--- src/cts_pkg.sv ---
`timescale 1ns / 1ps
// shared types and constants of the cooperative task scheduler
package cts_pkg;

  localparam int MAX_TASKS_DEF = 8;
  localparam int TICK_W        = 64;
  localparam int PERIOD_W      = 32;
  localparam int HANDLE_W      = 8;
  localparam int SLOT_W        = 8;

  typedef enum logic [1:0] {
    OP_ADD      = 2'd0,
    OP_DELETE   = 2'd1,
    OP_TICK     = 2'd2,
    OP_DISPATCH = 2'd3
  } op_t;

  typedef enum logic [1:0] {
    KIND_ADD = 2'd0,
    KIND_DEL = 2'd1,
    KIND_RUN = 2'd2
  } kind_t;

  typedef enum logic [2:0] {
    ST_IDLE,
    ST_SCAN_RD,
    ST_SCAN_EV,
    ST_SCAN_END,
    ST_DEL_RD,
    ST_DEL_WR
  } state_t;

  typedef struct packed {
    logic [HANDLE_W-1:0] handle;
    logic [TICK_W-1:0]   due_at;
    logic [PERIOD_W-1:0] period;
  } entry_t;

endpackage

--- src/cts_table_mem.sv ---
`timescale 1ns / 1ps
// task table memory: one write port, one registered read port
module cts_table_mem #(
  parameter int DEPTH  = cts_pkg::MAX_TASKS_DEF,
  parameter int ADDR_W = (DEPTH > 1) ? $clog2(DEPTH) : 1
) (
  input  logic               clk,
  input  logic               wr_en,
  input  logic [ADDR_W-1:0]  wr_addr,
  input  cts_pkg::entry_t    wr_data,
  input  logic               rd_en,
  input  logic [ADDR_W-1:0]  rd_addr,
  output cts_pkg::entry_t    rd_data
);

  cts_pkg::entry_t mem [DEPTH];
  cts_pkg::entry_t rd_data_r;

  always_ff @(posedge clk) begin
    if (wr_en) begin
      mem[wr_addr] <= wr_data;
    end
  end

  // read data holds until the next read
  always_ff @(posedge clk) begin
    if (rd_en) begin
      rd_data_r <= mem[rd_addr];
    end
  end

  assign rd_data = rd_data_r;

endmodule

--- src/cooperative_task_scheduler_core.sv ---
`timescale 1ns / 1ps
// top level of the cooperative task scheduler: control, tick counter and result register
//
//  chan | handshake           | fields (each a port with the channel prefix)
//  -----+---------------------+----------------------------------------------------------
//  in   | in_valid, in_stall  | opcode, task_handle, start_delay, repeat_period, delete_index
//  out  | out_valid, out_stall| reply_kind, slot_index, run_handle, accepted, last_of_run
//
// add, tick and a refused delete complete in the idle state; a delete that removes an entry
// copies each entry above the removed one down a slot, reading it and then writing it.
// dispatch reads each entry from the table memory in ST_SCAN_RD and tests, reschedules or
// drops it in ST_SCAN_EV, survivors packed down in place.
// rst_n (synchronous) clears the count and the tick counter; table contents need no reset.
// a stalled result register holds the scan at the next due entry; one due task is held back
// so the last result of a dispatch can be flagged.
module cooperative_task_scheduler_core #(
  parameter int MAX_TASKS = cts_pkg::MAX_TASKS_DEF
) (
  input  logic        clk,
  input  logic        rst_n,
  input  logic        in_valid,
  output logic        in_stall,
  input  logic [1:0]  in_opcode,
  input  logic [7:0]  in_task_handle,
  input  logic [31:0] in_start_delay,
  input  logic [31:0] in_repeat_period,
  input  logic [7:0]  in_delete_index,
  output logic        out_valid,
  input  logic        out_stall,
  output logic [1:0]  out_reply_kind,
  output logic [7:0]  out_slot_index,
  output logic [7:0]  out_run_handle,
  output logic        out_accepted,
  output logic        out_last_of_run
);

  localparam int IDX_W = (MAX_TASKS > 1) ? $clog2(MAX_TASKS) : 1;
  localparam int CNT_W = $clog2(MAX_TASKS + 1);
  localparam logic [CNT_W-1:0] MAX_CNT = CNT_W'(MAX_TASKS);

  cts_pkg::state_t state_r, state_nxt;
  logic [CNT_W-1:0]  count_r, count_nxt;
  logic [cts_pkg::TICK_W-1:0] tick_r, tick_nxt;
  logic [CNT_W-1:0]  rd_r, rd_nxt;
  logic [CNT_W-1:0]  wr_r, wr_nxt;
  logic              pend_valid_r, pend_valid_nxt;
  logic [IDX_W-1:0]  pend_slot_r, pend_slot_nxt;
  logic [7:0]        pend_handle_r, pend_handle_nxt;

  logic              out_valid_r;
  logic [1:0]        out_kind_r;
  logic [7:0]        out_slot_r;
  logic [7:0]        out_handle_r;
  logic              out_acc_r;
  logic              out_last_r;

  // result push from the control logic
  logic              push;
  logic [1:0]        push_kind;
  logic [7:0]        push_slot;
  logic [7:0]        push_handle;
  logic              push_acc;
  logic              push_last;

  logic              mem_wr_en;
  logic [IDX_W-1:0]  mem_wr_addr;
  cts_pkg::entry_t   mem_wr_data;
  logic              mem_rd_en;
  logic [IDX_W-1:0]  mem_rd_addr;
  cts_pkg::entry_t   mem_rd_data;

  logic              out_free;
  logic              in_xfer;
  logic              due;
  logic              del_ok;
  logic [CNT_W-1:0]  rd_dec;

  cts_table_mem #(
    .DEPTH  (MAX_TASKS),
    .ADDR_W (IDX_W)
  ) u_table (
    .clk     (clk),
    .wr_en   (mem_wr_en),
    .wr_addr (mem_wr_addr),
    .wr_data (mem_wr_data),
    .rd_en   (mem_rd_en),
    .rd_addr (mem_rd_addr),
    .rd_data (mem_rd_data)
  );

  assign out_free = !out_valid_r || !out_stall;
  assign in_stall = !((state_r == cts_pkg::ST_IDLE) && out_free);
  assign in_xfer  = in_valid && !in_stall;
  assign due      = tick_r >= mem_rd_data.due_at;
  assign del_ok   = in_delete_index < 8'(count_r);
  assign rd_dec   = rd_r - CNT_W'(1);

  always_comb begin
    state_nxt       = state_r;
    count_nxt       = count_r;
    tick_nxt        = tick_r;
    rd_nxt          = rd_r;
    wr_nxt          = wr_r;
    pend_valid_nxt  = pend_valid_r;
    pend_slot_nxt   = pend_slot_r;
    pend_handle_nxt = pend_handle_r;
    push            = 1'b0;
    push_kind       = cts_pkg::KIND_RUN;
    push_slot       = 8'(pend_slot_r);
    push_handle     = pend_handle_r;
    push_acc        = 1'b1;
    push_last       = 1'b0;
    mem_wr_en       = 1'b0;
    mem_wr_addr     = wr_r[IDX_W-1:0];
    mem_wr_data     = mem_rd_data;
    mem_rd_en       = 1'b0;
    mem_rd_addr     = rd_r[IDX_W-1:0];

    case (state_r)
      cts_pkg::ST_IDLE: begin
        if (in_xfer) begin
          case (in_opcode)
            cts_pkg::OP_ADD: begin
              push        = 1'b1;
              push_kind   = cts_pkg::KIND_ADD;
              push_slot   = 8'(count_r);
              push_handle = 8'd0;
              push_last   = 1'b1;
              if (count_r < MAX_CNT) begin
                push_acc                = 1'b1;
                mem_wr_en               = 1'b1;
                mem_wr_addr             = count_r[IDX_W-1:0];
                mem_wr_data.handle      = in_task_handle;
                mem_wr_data.due_at      = tick_r + cts_pkg::TICK_W'(in_start_delay);
                mem_wr_data.period      = in_repeat_period;
                count_nxt               = count_r + CNT_W'(1);
              end else begin
                push_acc = 1'b0;
              end
            end
            cts_pkg::OP_DELETE: begin
              push        = 1'b1;
              push_kind   = cts_pkg::KIND_DEL;
              push_slot   = in_delete_index;
              push_handle = 8'd0;
              push_acc    = del_ok;
              push_last   = 1'b1;
              if (del_ok) begin
                rd_nxt    = CNT_W'(in_delete_index) + CNT_W'(1);
                state_nxt = cts_pkg::ST_DEL_RD;
              end
            end
            cts_pkg::OP_TICK: begin
              tick_nxt = tick_r + cts_pkg::TICK_W'(1);
            end
            cts_pkg::OP_DISPATCH: begin
              rd_nxt         = '0;
              wr_nxt         = '0;
              pend_valid_nxt = 1'b0;
              state_nxt      = cts_pkg::ST_SCAN_RD;
            end
            default: begin
            end
          endcase
        end
      end

      cts_pkg::ST_SCAN_RD: begin
        if (rd_r == count_r) begin
          state_nxt = cts_pkg::ST_SCAN_END;
        end else begin
          mem_rd_en = 1'b1;
          state_nxt = cts_pkg::ST_SCAN_EV;
        end
      end

      cts_pkg::ST_SCAN_EV: begin
        // a due entry with a held result needs room in the result register
        if (!(due && pend_valid_r && !out_free)) begin
          if (due) begin
            push            = pend_valid_r;
            pend_valid_nxt  = 1'b1;
            pend_slot_nxt   = rd_r[IDX_W-1:0];
            pend_handle_nxt = mem_rd_data.handle;
          end
          // one-shot due tasks are dropped by not writing them back
          if (!(due && mem_rd_data.period == '0)) begin
            mem_wr_en = 1'b1;
            if (due) begin
              mem_wr_data.due_at = tick_r + cts_pkg::TICK_W'(mem_rd_data.period);
            end
            wr_nxt = wr_r + CNT_W'(1);
          end
          rd_nxt    = rd_r + CNT_W'(1);
          state_nxt = cts_pkg::ST_SCAN_RD;
        end
      end

      cts_pkg::ST_SCAN_END: begin
        if (!pend_valid_r || out_free) begin
          push           = pend_valid_r;
          push_last      = 1'b1;
          pend_valid_nxt = 1'b0;
          count_nxt      = wr_r;
          state_nxt      = cts_pkg::ST_IDLE;
        end
      end

      cts_pkg::ST_DEL_RD: begin
        if (rd_r == count_r) begin
          count_nxt = count_r - CNT_W'(1);
          state_nxt = cts_pkg::ST_IDLE;
        end else begin
          mem_rd_en = 1'b1;
          state_nxt = cts_pkg::ST_DEL_WR;
        end
      end

      cts_pkg::ST_DEL_WR: begin
        mem_wr_en   = 1'b1;
        mem_wr_addr = rd_dec[IDX_W-1:0];
        rd_nxt      = rd_r + CNT_W'(1);
        state_nxt   = cts_pkg::ST_DEL_RD;
      end

      default: begin
        state_nxt = cts_pkg::ST_IDLE;
      end
    endcase
  end

  always_ff @(posedge clk) begin
    if (!rst_n) begin
      state_r      <= cts_pkg::ST_IDLE;
      count_r      <= '0;
      tick_r       <= '0;
      pend_valid_r <= 1'b0;
      out_valid_r  <= 1'b0;
    end else begin
      state_r      <= state_nxt;
      count_r      <= count_nxt;
      tick_r       <= tick_nxt;
      pend_valid_r <= pend_valid_nxt;
      if (push) begin
        out_valid_r <= 1'b1;
      end else if (!out_stall) begin
        out_valid_r <= 1'b0;
      end
    end
  end

  always_ff @(posedge clk) begin
    rd_r          <= rd_nxt;
    wr_r          <= wr_nxt;
    pend_slot_r   <= pend_slot_nxt;
    pend_handle_r <= pend_handle_nxt;
    if (push) begin
      out_kind_r   <= push_kind;
      out_slot_r   <= push_slot;
      out_handle_r <= push_handle;
      out_acc_r    <= push_acc;
      out_last_r   <= push_last;
    end
  end

  assign out_valid       = out_valid_r;
  assign out_reply_kind  = out_kind_r;
  assign out_slot_index  = out_slot_r;
  assign out_run_handle  = out_handle_r;
  assign out_accepted    = out_acc_r;
  assign out_last_of_run = out_last_r;

endmodule

--- config.mk ---
export PLATFORM = sky130hd
export DESIGN_NAME = cooperative_task_scheduler_core
export DESIGN_NICKNAME = d
export VERILOG_FILES = /design/src/cts_pkg.sv /design/src/cts_table_mem.sv /design/src/cooperative_task_scheduler_core.sv
export SDC_FILE = /design/constraint.sdc
export NUM_CORES = 2
export LEC_CHECK = 0
export BUFFER_PORTS_ARGS = -buffer_cell sky130_fd_sc_hd__buf_4
export CAP_MARGIN = 20
export CORE_ASPECT_RATIO = 1.25
export CORE_MARGIN = 1
export CORE_UTILIZATION = 29
export DETAILED_ROUTE_END_ITERATION = 10
export PLACE_DENSITY = 0.47
export REMOVE_ABC_BUFFERS = 1
export SYNTH_ARGS = -nofsm -noshare
export SYNTH_HDL_FRONTEND = slang
export SYNTH_SLANG_ARGS = --single-unit
--- constraint.sdc ---
create_clock -name clk -period 11.4 [get_ports clk]
set_input_delay 2.28 -clock clk [delete_from_list [all_inputs] [get_ports clk]]
set_output_delay 2.28 -clock clk [all_outputs]
set_load 0.02 [all_outputs]
======== After elaboration in Yosys (flattened, before gate mapping) ========
Memories as Yosys holds them, arrays and structs flattened. A register that Yosys moved wholly into a read port is not among the register bits.
Cells that the tools add are included.
storage, ports and cells
  flip-flop bits (word level) ............. 112
  RAM bits ................................ 832
  input port bits ......................... 86
  output and inout port bits .............. 22
  word-level logic and storage cells ...... 150
  memories kept ........................... 1
cells by class
  add/sub/neg operators ................... 9
  $lt $le $gt $ge ......................... 3
  equal/unequal tests ..................... 21
  multiplexer cells ....................... 71
  bitwise logic cells ..................... 1
  reductions and logical operators ........ 29
memories
  name         words  width  read ports  clocked after Yosys merged registers in  write ports  RTL line             text
  u_table.mem  8      104    1           1                                        1            cts_table_mem.sv:16  cts_pkg::entry_t mem [DEPTH];
operators by type and width
  operator                                                          number
  104-bit 2-to-1 mux                                                3
  64-bit 2-to-1 mux                                                 3
  64-bit by 32-bit adder with 64-bit output                         2
  64-bit case mux with 2 select lines                               1
  64-bit by 1-bit adder with 64-bit output (second input constant)  1
  64-bit >= comparator                                              1
  4-bit 2-to-1 mux                                                  12
  32-bit logical NOT                                                1
  32-bit 2-to-1 mux                                                 1
  8-bit 2-to-1 mux                                                  4
  3-bit 2-to-1 mux                                                  10
  4-bit case mux with 3 select lines                                2
  1-bit 2-to-1 mux                                                  23
  3-bit case mux with 6 select lines                                1
  4-bit by 1-bit adder with 4-bit output (second input constant)    4
  4-bit case mux with 2 select lines                                2
  8-bit case mux with 2 select lines                                1
  5-bit AND reduction                                               3
  2-bit inequality test (second input constant)                     6
  3-bit case mux with 2 select lines                                2
  6-bit AND reduction                                               2
  1-bit case mux with 3 select lines                                3
  3-bit nonzero test                                                3
  8-bit by 4-bit less-than comparator with 1-bit output             1
  24 further kinds                                                  42

======== Logic depth before layout (Yosys ltp) ========
  word-level depth ........................ 8
  gate-level depth with buffers ........... 13
  mapped depth without buffers ............ 11

======== Modules after synthesis ========
From an unflattened synthesis, not the netlist that was laid out.
second synthesis, totals
  cell total of the unflattened synthesis .. 3,201
  area, all modules ....................... 48,566.6 sq um
by module, submodules not included
  module                           instances  cells an instance  area an instance (sq um)  sequential area each (sq um)
  cts_table_mem                    1          1,319              34,800.9                  28,107.0
  cooperative_task_scheduler_core  1          1,882              13,765.7                  2,632.5

======== Least setup slack after synthesis ========
No wires, ideal clock.
  path kind ............................... input port to flip-flop
  from .................................... in in_valid
  to ...................................... mem u_table.mem[0][0] in the netlist's numbering, enable pin
  setup time .............................. 0.567 ns
  arrival ................................. 8.018 ns
  data required time ...................... 10.833 ns
  slack ................................... 2.815 ns
  cell stages on the path ................. 9
  path buffers ............................ 0
  cells stage by stage .................... nor4b_4 > nand2_1 > nor2_1 > nand2_1 > and2_1 > nand2_1 > o221ai_1 > or2_2 > nor2_1
on the way
  longest elaborated chain between the ends .. 5
  elaborated cells on any way between the ends .. 7
  those cells by class .................... mux: 6; reduce/logical: 1
ends and longest elaborated chain
  what                                    RTL line                                text
  start: declaration                      cooperative_task_scheduler_core.sv:21   input logic in_valid,
  1-bit logical AND *                     cooperative_task_scheduler_core.sv:93   assign in_xfer = in_valid && !in_stall;
  1-bit 2-to-1 mux                        cooperative_task_scheduler_core.sv:121  if (in_xfer) begin
  1-bit case mux with 3 select lines      cooperative_task_scheduler_core.sv:119  case (state_r)
  1-bit 2-to-1 mux                        cts_table_mem.sv:20                     if (wr_en) begin
  1-bit 2-to-1 mux (not written as such)  cts_table_mem.sv:21                     mem[wr_addr] <= wr_data;
  end: declaration                        cts_table_mem.sv:16
Every way passes the cells marked *; elsewhere a longest branch is shown, timed or not.

==> impl_metrics.env <==
export IMPL_postSynthAreaPerCell_um2=15.1
export IMPL_chipHeight_um=455
export IMPL_antenna_found_initial=9
export IMPL_p_comb_frac=0.062
export IMPL_grt_pass1_vias=28700
export IMPL_p_leak_nw=18.3
export IMPL_yosysUniqueCellTypes=81
export IMPL_dpl_cell_area_um2=51000
export IMPL_rsz0062_at_grt="no"
export IMPL_io_buffers=107
export IMPL_peakVddDrop_uv=117
export IMPL_ff2ff_setup_slack_ns=5.63
export IMPL_p_sw_frac=0.228
export IMPL_arrival_ns=6.36
export IMPL_required_ns=11.75
export IMPL_post_cts_resized=0
export IMPL_cts_tree="built"
export IMPL_fillers=15900
export IMPL_crit_type="in -> reg"
export IMPL_async_flop_share=0
export IMPL_cap_violations=0
export IMPL_synth_area_top_cells="edfxtp_1 62%, mux4_2 9.9%, ha_1 3.6%"
export IMPL_yosys_area_top_type_share=0.616
export IMPL_setup_violations=0
export IMPL_worstPathCellList="buf_4 -> ha_1 -> fa_1 -> a211oi_1 -> o21ai_0 -> a211oi_1 -> a2111o_1 -> a21oi_1 -> o21ai_1 -> buf_4 -> o2bb2a_1 -> o221ai_1"
export IMPL_synth_xor_area_frac=0.0280
export IMPL_synth_cells=3142
export IMPL_synth_edff_count=975
export IMPL_die_area_um2=166000
export IMPL_grt_overflow_total=0
export IMPL_intPower_mw=6.40
export IMPL_ys_seq_area_frac=0.647
export IMPL_slowest_delay_ns=0.86
export IMPL_cts_buffers=103
export IMPL_syn_cell_area_um2=47500
export IMPL_cp_max_fo=18
export IMPL_rows=165
export IMPL_cp_slowest_cell="a211oi_1"
export IMPL_hp_class="reg -> reg"
export IMPL_fin_skew_ns=0.0602
export IMPL_utilization=0.335
export IMPL_grt_max_degree=110
export IMPL_reg2reg_depth=13
export IMPL_power_mw=8.29
export IMPL_p_clk_frac=0.416
export IMPL_pin_count=108
export IMPL_h_tree_depth=3
export IMPL_drv_slew=0
export IMPL_synth_compound_area_frac=0.0654
export IMPL_dp_hpwl_mm=85.7
export IMPL_drive_gt1_frac=0.197
export IMPL_route_detailed_drc=0
export IMPL_core_area_um2=162000
export IMPL_finalInstanceArea_um2=54400
export IMPL_yosys_mux_area_fraction=0.125
export IMPL_p_sw_mw=1.89
export IMPL_fmax_mhz=167
export IMPL_yosys_area_top_type="edfxtp_1"
export IMPL_routedWlPerCell_um=25.2
export IMPL_avgViaCountPerCell=5.08
export IMPL_r2r_end="u_table.mem[6][73]"
export IMPL_worst_pin_slew_ns=1.12
export IMPL_synth_top_family_by_area="multiplexers"
export IMPL_synthSimpleGateAreaFrac=0.0761
export IMPL_ctsHoldBuffers=0
export IMPL_timing_setup_tns_ns=0
export IMPL_wirelength_mm=138
export IMPL_min_period_ns=6.00
export IMPL_insertion_delay_ns=0.76
export IMPL_clock_sinks=1048
export IMPL_r2r_start="tick_r[46]"
export IMPL_ys_flop_type="edfxtp_1"
export IMPL_endpoint="u_table.mem[1][78]"
export IMPL_p_per_area_nw_per_um2=152
export IMPL_firstDrtPassIters=5
export IMPL_cp_start_kind="primary input"
export IMPL_die_w_um=364
export IMPL_p_seq_frac=0.523
export IMPL_yosys_area_share_adder=0.0376
export IMPL_grt_use_total=0.167
export IMPL_post_route_period_util=0.527
export IMPL_status="finished clean"
export IMPL_num_vias=27900
export IMPL_crit_path_end_kind="register"
export IMPL_ys_ff_latch=1048
export IMPL_final_cell_mix="975 x edfxtp_1, 293 x nand2_1, 208 x mux4_2"
export IMPL_final_hold_viol_count=0
export IMPL_synth_warning_count=0
export IMPL_nNetsFinal=3473
export IMPL_final_antenna_net_count=0
export IMPL_max_slew_margin_rel=0.250
export IMPL_initial_core_util=0.293
export IMPL_clkSlewWorstSetupHoldPaths_ns=0.06
export IMPL_cts_root_buffer="clkbuf_16"
export IMPL_ctsLongestPathBuffers=3
export IMPL_syn2layout_area_growth_pct=14.5
export IMPL_layout_commonest_cell="edfxtp_1"
export IMPL_drtIter0Drc=2211
export IMPL_critPathLaunch="in_start_delay[0]"
export IMPL_grt_pass1_wl_mm=202
export IMPL_routabilityCongestion=0.873
export IMPL_postCtsSetupBuffers=0
export IMPL_fin_hold_ws_ns=0.449
-- power by group through the flow --
stage	logic (mW)	registers, mW	clock network [mW]
floorplan	0.327	4.44	0
global placement	0.516	4.42	0
detailed placement	0.520	4.42	0
CTS	0.521	4.33	3.55
global route	0.559	4.34	3.67
finish	0.510	4.33	3.45
-- cells in the mapped netlist, types with 22 or more instances --
cell	count
a22oi_1	25
mux4_2	208
o21ai_0	114
nand2_1	294
a21o_1	29
and2_1	63
dfxtp_1	73
a21oi_1	118
or3_1	25
nand4_1	49
and3_1	28
edfxtp_1	975
nand3_1	54
clkbuf_1	117
buf_1	35
nor3_1	29
o221ai_1	25
mux2_2	104
nor2b_1	22
ha_1	138
xnor2_1	95
xor2_1	57
nor2_1	117
inv_1	100
-- stage by stage --
step	std cells	setup slack, ns
final	5502	5.40
after global routing	5500	5.09
after CTS	5494	5.28
after detailed placement	5307	4.48
after global placement	5304	4.47
after floorplan	2982	-2.66
-- state kept, by name, indices dropped and copies added (netlist names), 3 cells and up --
signal,cells
u_table.rd_data,104
out_slot_index,8
state_r,3
pend_handle_r,8
tick_r,64
count_r,4
u_table.mem,832
pend_slot_r,3
rd_r,4
out_run_handle,8
wr_r,4
-- kinds of logic (layout without fill, tap and decap cells) --
kind of cell / Yosys count / after routing
flops: 1048 / 1048
simple gates: 742 / 742
compound gates: 478 / 478
mux: 321 / 321
buf+inv: 260 / 446
xor+xnor: 152 / 152
fa+ha+maj: 141 / 141
other cells: 0 / 3
-- how the worst min path moves through the flow --
| stage | from | to | slack, ns | cells after the start |
|---|---|---|---|---|
| floorplan | u_table.rd_data[96] | pend_handle_r[0] | 0.43 | 0 |
| detailed placement | u_table.rd_data[100] | pend_handle_r[4] | 0.43 | 0 |
| CTS | u_table.rd_data[100] | pend_handle_r[4] | 0.45 | 0 |
| global route | u_table.rd_data[99] | pend_handle_r[3] | 0.46 | 0 |
| finish | u_table.rd_data[100] | pend_handle_r[4] | 0.45 | 0 |
| global placement | u_table.rd_data[97] | pend_handle_r[1] | 0.43 | 0 |
-- worst max-delay path, delay by kind of cell --
kind | cells | cell delay (ns)
adders and majority gates | 2 | 0.65
AOI/OAI and AO/OA | 8 | 2.92
buffers and inverters | 2 | 0.46
-- routing by layer --
layer	share of wire	track usage	wire, µm	up-vias
met1	0.44	0.225	61000	14600
met5	0.00025	0	34	-
met4	0.026	0.0526	3670	4
met2	0.48	0.278	67000	713
met3	0.049	0.0238	6740	175
li1	-	-	-	12400
-- final cells by class --
type	instances	area, µm²	area share
timing repair buffer	159	1320	0.0242
multi-input combinational	1834	15900	0.292
tap	2171	2720	0.0499
clock buffer	126	2660	0.0490
inverter	100	375	0.00690
sequential	1048	30700	0.565
antenna	3	7.51	0.000138
clock inverter	61	703	0.0129
(Power assumes the default switching activity.)
